**src/hw/rtl/crcfix_pkg.sv**
```systemverilog
// crc-16 constants, nibble table and reserved-byte helpers
`timescale 1ns / 1ps
package crcfix_pkg;

   localparam int unsigned CrcWidth  = 16;
   localparam int unsigned ByteWidth = 8;

   typedef logic [CrcWidth-1:0]  crc_type;
   typedef logic [ByteWidth-1:0] byte_type;
   typedef logic [3:0]           nibble_type;

   localparam byte_type RSV_PAREN = 8'h28;
   localparam byte_type RSV_CR    = 8'h0D;
   localparam byte_type RSV_LF    = 8'h0A;

   // remainder of each nibble placed in the top nibble, polynomial 0x1021
   localparam crc_type NIBBLE_TABLE [16] = '{
      16'h0000, 16'h1021, 16'h2042, 16'h3063,
      16'h4084, 16'h50A5, 16'h60C6, 16'h70E7,
      16'h8108, 16'h9129, 16'hA14A, 16'hB16B,
      16'hC18C, 16'hD1AD, 16'hE1CE, 16'hF1EF
   };

   function automatic crc_type feed_nibble(input crc_type crc, input nibble_type nib);
      nibble_type idx;
      idx = crc[15:12] ^ nib;
      return NIBBLE_TABLE[idx] ^ {crc[11:0], 4'h0};
   endfunction

   function automatic logic is_reserved(input byte_type b);
      return (b == RSV_PAREN) || (b == RSV_CR) || (b == RSV_LF);
   endfunction

   function automatic byte_type fix_byte(input byte_type b);
      return is_reserved(b) ? byte_type'(b + byte_type'(1)) : b;
   endfunction

endpackage

```
**src/hw/rtl/crc16_reserved_byte_fixup_top.sv**
```systemverilog
// top level: byte-serial crc-16 with reserved-byte adjustment of the result
`timescale 1ns / 1ps
// the crc of an accepted last byte is registered before it shows on rsp_crc_value
// throughput: one byte per cycle while req_stall is low; the combinational byte update sets this
// a held result stalls only a last byte; other bytes keep flowing
// reset clears the running crc to zero and drops rsp_valid
module crc16_reserved_byte_fixup_top (
   input  logic                 clock,
   input  logic                 reset,
   input  logic                 req_valid,
   output logic                 req_stall,
   input  crcfix_pkg::byte_type req_data_byte,
   input  logic                 req_last_byte,
   output logic                 rsp_valid,
   input  logic                 rsp_stall,
   output crcfix_pkg::crc_type  rsp_crc_value
);
   import crcfix_pkg::*;

   crc_type running_crc_ff, running_crc_in;
   crc_type rsp_crc_ff, rsp_crc_in;
   logic    rsp_valid_ff, rsp_valid_in;
   crc_type crc_next, crc_fixed;
   logic    req_take, rsp_take;

   crcfix_step u_step (
      .crc_in    (running_crc_ff),
      .data_byte (req_data_byte),
      .crc_next  (crc_next),
      .crc_fixed (crc_fixed)
   );

   assign rsp_take  = rsp_valid_ff && !rsp_stall;
   assign req_stall = rsp_valid_ff && rsp_stall && req_last_byte;
   assign req_take  = req_valid && !req_stall;

   always_comb begin
      running_crc_in = running_crc_ff;
      rsp_valid_in   = rsp_valid_ff && !rsp_take;
      rsp_crc_in     = rsp_crc_ff;
      if (req_take) begin
         if (req_last_byte) begin
            running_crc_in = '0;
            rsp_valid_in   = 1'b1;
            rsp_crc_in     = crc_fixed;
         end else begin
            running_crc_in = crc_next;
         end
      end
   end

   always_ff @(posedge clock) begin
      if (reset) begin
         running_crc_ff <= '0;
         rsp_valid_ff   <= 1'b0;
      end else begin
         running_crc_ff <= running_crc_in;
         rsp_valid_ff   <= rsp_valid_in;
      end
   end

   always_ff @(posedge clock) begin
      rsp_crc_ff <= rsp_crc_in;
   end

   assign rsp_valid     = rsp_valid_ff;
   assign rsp_crc_value = rsp_crc_ff;

   // a last byte always leaves a result and a cleared crc behind
   a_last_clears: assert property (@(posedge clock) disable iff (reset)
      req_take && req_last_byte |=> rsp_valid_ff && running_crc_ff == '0)
      else $error("last byte did not produce a result or clear the crc");

   // other bytes fold into the running crc
   a_mid_update: assert property (@(posedge clock) disable iff (reset)
      req_take && !req_last_byte |=> running_crc_ff == $past(crc_next))
      else $error("running crc not updated by a middle byte");

   // no reserved value ever leaves in either byte
   a_no_reserved: assert property (@(posedge clock) disable iff (reset)
      rsp_valid_ff |-> !is_reserved(rsp_crc_ff[7:0]) && !is_reserved(rsp_crc_ff[15:8]))
      else $error("reserved byte in result");

   // a waiting result is never overwritten
   a_no_overrun: assert property (@(posedge clock) disable iff (reset)
      rsp_valid_ff && rsp_stall |-> !(req_take && req_last_byte))
      else $error("last byte taken while result held");

   a_reset_idle: assert property (@(posedge clock)
      reset |=> !rsp_valid_ff && running_crc_ff == '0)
      else $error("state not cleared by reset");

endmodule

```
**src/hw/rtl/crcfix_step.sv**
```systemverilog
// byte-wide crc update and reserved-byte adjustment of the result
`timescale 1ns / 1ps
module crcfix_step (
   input  crcfix_pkg::crc_type  crc_in,
   input  crcfix_pkg::byte_type data_byte,
   output crcfix_pkg::crc_type  crc_next,
   output crcfix_pkg::crc_type  crc_fixed
);
   import crcfix_pkg::*;

   crc_type crc_mid;

   always_comb begin
      crc_mid   = feed_nibble(crc_in, data_byte[7:4]);
      crc_next  = feed_nibble(crc_mid, data_byte[3:0]);
      // no carry between bytes, so each byte is adjusted on its own
      crc_fixed = {fix_byte(crc_next[15:8]), fix_byte(crc_next[7:0])};
   end

endmodule
```
**config.mk**
```make
export PLATFORM = sky130hd
export DESIGN_NAME = crc16_reserved_byte_fixup_top
export DESIGN_NICKNAME = d
export VERILOG_FILES = /design/src/hw/rtl/crcfix_pkg.sv /design/src/hw/rtl/crc16_reserved_byte_fixup_top.sv /design/src/hw/rtl/crcfix_step.sv
export SDC_FILE = /design/constraint.sdc
export NUM_CORES = 1
export LEC_CHECK = 0
export BUFFER_PORTS_ARGS = -buffer_cell sky130_fd_sc_hd__clkbuf_2
export CAP_MARGIN = 0
export CORE_MARGIN = 2
export CORE_UTILIZATION = 55
export CTS_CLUSTER_DIAMETER = 100
export DETAILED_ROUTE_END_ITERATION = 7
export PLACE_DENSITY = 0.85
export SKIP_CTS_REPAIR_TIMING = 1
export SLEW_MARGIN = 20
export SYNTH_ARGS = -nofsm -noshare
export SYNTH_HDL_FRONTEND = slang
export SYNTH_HIERARCHICAL = 1
export SYNTH_SLANG_ARGS = --single-unit
```
**constraint.sdc**
```tcl
create_clock -name clock -period 2.4 [get_ports clock]
set_clock_uncertainty 0.15 [all_clocks]
set_input_delay 0.48 -clock clock [delete_from_list [all_inputs] [get_ports clock]]
set_output_delay 0.48 -clock clock [all_outputs]
set_load 0.02 [all_outputs]
```
# [Word level (Yosys, flattened, before mapping)]
# Memories as Yosys holds them, arrays and structs flattened.
# Cells that the tools add are included.
# W data, S select, Z words.
[totals] mem_bits_ro=512 memories=2 word_cells=43 inputBits=13 ff_bits=33 out_inout_bits=18
[mem_list] name="(no name shown)" words=16 width=16 read_ports=1 rd_ports_with_merged_regs=0 write_ports=0 line_no="crcfix_pkg.sv:27" text="return NIBBLE_TABLE[idx] ^ {crc[11:0], 4'h0};"
[mem_list] name="(no name shown)" words=16 width=16 read_ports=1 rd_ports_with_merged_regs=0 write_ports=0 line_no="crcfix_pkg.sv:27"
[op_classes] magnitude_cmp=2 eq_ne=6 n_addsub=2 mux=9 reduce_logical=13 bitwise_logic=6
[ops] cell="$mux W16" count=5
[ops] cell="$eq A8 B4 Y1 const B" count=4
[ops] cell="$xor A16 B16 Y16" count=2
[ops] cell="$add A8 B1 Y8 const B" count=2
[ops] cell="$eq A8 B6 Y1 const B" count=2
[ops] cell="$mux W8" count=2
[ops] cell="$ge A5 B5 Y1 const B" count=2
[ops] cell="$not A4 Y5" count=2
[ops] cell="$xor A4 B4 Y4" count=2
[ops] cell="$logic_and A1 B1 Y1" count=5
[ops] cell="$logic_or A1 B1 Y1" count=4
[ops] cell="$logic_not A1 Y1" count=3
[ops] cell="$mux W1" count=2
[ops] cell="$reduce_and A2 Y1" count=1

# [Logic depth before layout (Yosys ltp)]
[depth] ltp_word=16 ltp_mapped=6 mapped_depth_nobuf=6

# [Hierarchy]
# Netlist, hierarchy kept.
[by_module_without_submodules] module="crc16_reserved_byte_fixup_top" seq_area_each_um2=820.8 instances=1 cells_each=59 area_per_inst_um2=1068.5
[by_module_without_submodules] module="crcfix_step" seq_area_each_um2=0.0 instances=1 cells_each=68 area_per_inst_um2=681.9

# [Worst setup path after synthesis]
# No wires, ideal clock.
[synth_path] path_kind="input port to flip-flop" startpoint="input req_data_byte[6]" endpoint="register rsp_crc_ff[0], in the netlist rsp_crc_value[0] (data pin)" path_stages=5 required_time_ns=1.974 arrival_ns=1.805 path_buffers=0 slack_ns=0.169 setup_ns=0.276 path_cell_list="xnor2_4 -> xnor3_1 -> a2111oi_0 -> o21a_1 -> o22ai_1"
[synth_via] elab_chain_cells=16 word_cells_on_any_way=19 cone_classes="add/sub (1); eq/ne (3); mux (5); bitwise (6); reduce/logical (2); memory (2)"
[synth_rtl] element="from (decl)" line_no="crc16_reserved_byte_fixup_top.sv:12" text="input crcfix_pkg::byte_type req_data_byte,"
[synth_rtl] element="$xor A4 B4 Y4 *" line_no="crcfix_pkg.sv:26" text="idx = crc[15:12] ^ nib;"
[synth_rtl] element="$not A4 Y5 (implied by the code) *" line_no="crcfix_pkg.sv:27"
[synth_rtl] element="$mem_v2 Z16 W16 *"
[synth_rtl] element="$mux W16 (implied by the code) * (2 in a row)" line_no="crcfix_pkg.sv:27"
[synth_rtl] element="$xor A16 B16 Y16 *" line_no="crcfix_pkg.sv:27"
[synth_rtl] element="$xor A4 B4 Y4" line_no="crcfix_pkg.sv:26"
[synth_rtl] element="$not A4 Y5 (implied by the code)" line_no="crcfix_pkg.sv:27"
[synth_rtl] element="$mem_v2 Z16 W16"
[synth_rtl] element="$mux W16 (implied by the code) (2 in a row)" line_no="crcfix_pkg.sv:27"
[synth_rtl] element="$xor A16 B16 Y16 *" line_no="crcfix_pkg.sv:27"
[synth_rtl] element="named net crc_next[6]" line_no="crc16_reserved_byte_fixup_top.sv:23" text="crc_type crc_next, crc_fixed;"
[synth_rtl] element="$eq A8 B6 Y1 or $eq A8 B4 Y1 (tied branches)" line_no="crcfix_pkg.sv:31" text="return (b == RSV_PAREN) || (b == RSV_CR) || (b == RSV_LF);"
[synth_rtl] element="$logic_or A1 B1 Y1" line_no="crcfix_pkg.sv:31"
[synth_rtl] element="$logic_or A1 B1 Y1 *" line_no="crcfix_pkg.sv:31"
[synth_rtl] element="$mux W8 *" line_no="crcfix_pkg.sv:35" text="return is_reserved(b) ? byte_type'(b + byte_type'(1)) : b;"
[synth_rtl] element="named net crc_fixed[0]" line_no="crc16_reserved_byte_fixup_top.sv:23"
[synth_rtl] element="to (signal assigned)" line_no="crc16_reserved_byte_fixup_top.sv:63" text="rsp_crc_ff <= rsp_crc_in;"
[synth_rtl] element="to (decl)" line_no="crc16_reserved_byte_fixup_top.sv:21" text="crc_type rsp_crc_ff, rsp_crc_in;"
# Mark *: on every way through the listed nets, which the timed path passes. The rest lies on a longest branch. The select of a mux whose other input is x is not followed.
# A chain may end at the register's enable or synchronous reset.

# [Worst setup path in the final report]
[layout_path] startpoint="register running_crc_ff[15]" endpoint="register rsp_crc_ff[8], in the netlist rsp_crc_value[8] (data pin)"
[layout_via] elab_chain_cells=16 word_cells_on_any_way=19 cone_classes="add/sub (1); eq/ne (3); mux (5); bitwise (6); reduce/logical (2); memory (2)"
[layout_rtl] element="from (decl)" line_no="crc16_reserved_byte_fixup_top.sv:20" text="crc_type running_crc_ff, running_crc_in;"
[layout_rtl] element="from (signal assigned)" line_no="crc16_reserved_byte_fixup_top.sv:57" text="running_crc_ff <= running_crc_in;"
[layout_rtl] element="$xor A4 B4 Y4 *" line_no="crcfix_pkg.sv:26"
[layout_rtl] element="$not A4 Y5 (implied by the code) *" line_no="crcfix_pkg.sv:27"
[layout_rtl] element="$mem_v2 Z16 W16 *"
[layout_rtl] element="$mux W16 (implied by the code) * (2 in a row)" line_no="crcfix_pkg.sv:27"
[layout_rtl] element="$xor A16 B16 Y16 *" line_no="crcfix_pkg.sv:27"
[layout_rtl] element="$xor A4 B4 Y4" line_no="crcfix_pkg.sv:26"
[layout_rtl] element="$not A4 Y5 (implied by the code)" line_no="crcfix_pkg.sv:27"
[layout_rtl] element="$mem_v2 Z16 W16"
[layout_rtl] element="$mux W16 (implied by the code) (2 in a row)" line_no="crcfix_pkg.sv:27"
[layout_rtl] element="$xor A16 B16 Y16 *" line_no="crcfix_pkg.sv:27"
[layout_rtl] element="named net crc_next[12]" line_no="crc16_reserved_byte_fixup_top.sv:23"
[layout_rtl] element="$eq A8 B6 Y1 or $eq A8 B4 Y1 (tied branches)" line_no="crcfix_pkg.sv:31"
[layout_rtl] element="$logic_or A1 B1 Y1" line_no="crcfix_pkg.sv:31"
[layout_rtl] element="$logic_or A1 B1 Y1 *" line_no="crcfix_pkg.sv:31"
[layout_rtl] element="$mux W8 *" line_no="crcfix_pkg.sv:35"
[layout_rtl] element="named net crc_fixed[8]" line_no="crc16_reserved_byte_fixup_top.sv:23"
# Marks and branches as above.

==> flow_metrics.py <==
metrics = {
    "die": {
        "fp.dieH_um": 60.4,
        "coreArea_um2": 3030,
        "start_util_pct": 57.8,
        "pin_count": 31,
        "num_rows": 20,
        "die_w_um": 60.4,
        "die_area_um2": 3650,
    },
    "logic_synthesis": {
        "ys.warnings.count": 6,
        "synth-edff-count": 16,
        "syn_area_per_cell_um2": 13.8,
        "synth_seq_cells": 33,
        "synth_top_area_cell": "edfxtp_1",
        "netlist_instances": 127,
        "synth_area_leaders": "edfxtp_1 27%, dfxtp_1 19%, a22o_2 9.1%",
        "synthArstFlopShare_pct": 0,
        "ys.flop_type": "dfxtp_1",
        "yosysSeqAreaShare_pct": 46.9,
        "yosysUniqueCellTypes": 33,
        "syn_area_um2": 1750,
        "syn_nets": 140,
        "yosysTopAreaCellShare_pct": 27.4,
    },
    "sta": {
        "max_freq_mhz": 449,
        "tightestPinTransition_ns": 0.679,
        "relSlewSlack_pct": 53.5,
        "setup_ws_ns": 0.173,
        "report.final.slew_viol_count": 0,
        "setup_tns_ns": 0,
        "finalHoldViolCount": 0,
        "setup_viol": 0,
        "min_period_ns": 2.23,
        "finalCritPeriodShare_pct": 92.8,
        "rsz0062_at_grt": "false",
    },
    "setup_path": {
        "worstPathCellList": "xnor3_1 > xnor3_2 > nor4b_4 > a21o_1 > a32oi_1",
        "critPathKind": "register to register",
        "reg2reg_depth": 5,
        "end_kind": "register",
        "crit_path_top_delay_cell": "dfxtp_1",
        "startpoint_type": "register",
        "arrival_ns": 2.13,
        "cp_max_fo": 3,
        "required_ns": 2.31,
        "cp_slowest_stage_delay_ns": 0.48,
    },
    "clocking": {
        "tritoncts": "built",
        "clk_path_buf_depth": 2,
        "cts_buffers": 5,
        "htreeDepth": 2,
        "root_buffer": "clkbuf_4",
        "cts_num_sinks": 33,
        "clkLatencyLatePin_ns": 0.32,
        "clkTransAtPathRegs_ns": 0.10,
    },
    "pwr": {
        "power_density_nw_per_um2": 754,
        "total_power_mw": 1.59,
        "seq_power_share_pct": 44.0,
        "netSwitchingFraction_pct": 31.9,
        "ir_worst_vdd_mv": 0.486,
        "power_switching_mw": 0.507,
        "p_comb_share_pct": 37.9,
        "leakagePower_nw": 0.944,
        "clkPwrFrac_pct": 18.1,
        "cellInternalPower_mw": 1.08,
    },
    "route": {
        "drtAntennaViolNets": 0,
        "drcViolationCount": 0,
        "vias": 1181,
        "drt_iter0_markers": 50,
        "dr.pass1.iters": 4,
        "dr_wl_met3_um": 138,
        "wirelength_um": 3380,
        "wl_met2_um": 1690,
        "vias_per_cell": 5.30,
        "wl_per_cell_um": 15.2,
        "top_layer_used": "met4",
        "met1_length_um": 1470,
    },
    "global_routing": {
        "grt_pass1_vias": 1122,
        "grtUsageTotal_pct": 20.6,
        "overflow": 0,
        "grt_max_degree": 17,
        "antenna_found_initial": 0,
        "grt_pass1_wl_um": 5320,
    },
    "layout": {
        "layout-drive-gt1-share_pct": 45.3,
        "final_cells": 223,
        "diodes": 0,
        "nNetsFinal": 191,
        "syn2layout_area_growth_pct": 20.4,
        "final_core_util_pct": 69.6,
    },
    "status": {
        "run_status": "finished clean",
    },
    "placement": {
        "dp.cells": 215,
        "place_worst_setup_slack_ns": -0.0294,
        "hpwl_um": 2560,
        "numPortBuffers": 30,
        "gp_congestion": 0.947,
    },
    "hold_path": {
        "hp-class": "input pin to register",
        "hold_path_depth": 2,
    },
    "flow_run": {
        "cap_violations": 0,
    },
}
[logic make-up after synthesis]
group / after synthesis / synth area share [%]
compound gates: 30 / 15.7
xor+xnor: 33 / 26.9
buf+inv: 18 / 4.72
flops: 33 / 46.9
simple gates: 13 / 5.72
[power groups by stage]
stage / Combinational [mW] / Sequential, mW / Clock, mW
CTS: 0.600 / 0.699 / 0.297
floorplan: 0.368 / 0.748 / 0
detailed placement: 0.597 / 0.712 / 0
global placement: 0.576 / 0.709 / 0
finish: 0.603 / 0.699 / 0.287
global route: 0.644 / 0.704 / 0.321
[area by class of cell]
class / count / area [um2]
clock inverter: 2 / 10.0
fill: 217 / 920
sequential: 33 / 821
inverter: 15 / 56.3
clock buffer: 6 / 41.3
multi-input combinational: 76 / 847
timing repair buffer: 47 / 278
tap: 44 / 55.1
[cell usage in the layout (no fill, tap or decap), types with 4 or more instances in the layout]
| cell type | synthesis | layout |
|---|---|---|
| a22o_2 | 16 | 16 |
| buf_4 | 0 | 17 |
| clkbuf_2 | 0 | 30 |
| clkbuf_4 | 0 | 5 |
| dfxtp_1 | 17 | 17 |
| edfxtp_1 | 16 | 16 |
| inv_1 | 13 | 13 |
| nand2_1 | 5 | 5 |
| xnor2_1 | 16 | 16 |
| xnor3_1 | 4 | 4 |
| xor2_1 | 4 | 4 |
| xor3_1 | 4 | 4 |
[layer usage]
layer	vias to the layer above	track usage (%)
met1	572	25.4
met4	0	10.2
met2	36	33.5
met5	-	0
li1	564	-
met3	9	5.54
[synth_stat cells, types with 2 or more instances]
cell	instances
nor2_1	2
xnor3_1	4
dfxtp_1	17
a21oi_1	2
inv_1	13
buf_6	2
edfxtp_1	16
xnor2_2	2
inv_2	2
a22o_2	16
xor2_1	4
or4_1	2
xnor2_4	2
xor3_1	4
nand2_1	5
a2111oi_0	2
xnor2_1	16
[registers in the layout, indices dropped and copies added, names as in the netlist]
signal,flops
rsp_crc_value,16
running_crc_ff,16
rsp_valid,1
[worst max-delay path: cells and delay by family, from the launching register on]
kind | cells | cell delay [ns]
xor+xnor | 2 | 0.69
compound gates | 2 | 0.27
simple gates | 1 | 0.37
flops | 1 | 0.48
[stage by stage]
step | area, um2 | hold slack [ns]
after floorplan | 1750 | 0.310
final | 2110 | 0.285
after CTS | 2110 | 0.280
after global placement | 2060 | 0.315
after global routing | 2110 | 0.258
after detailed placement | 2060 | 0.327
[path summary, 6_finish.rpt]
path,start,endpoint,slack [ns]
worst max-delay path,running_crc_ff[15],rsp_crc_value[8],0.17
worst min-delay path,reset,rsp_valid,0.29
worst max register to register,running_crc_ff[15],rsp_crc_value[8],0.17
worst min register to register,running_crc_ff[1],running_crc_ff[1],0.36
Note: power is estimated with default switching activity, not from simulation.
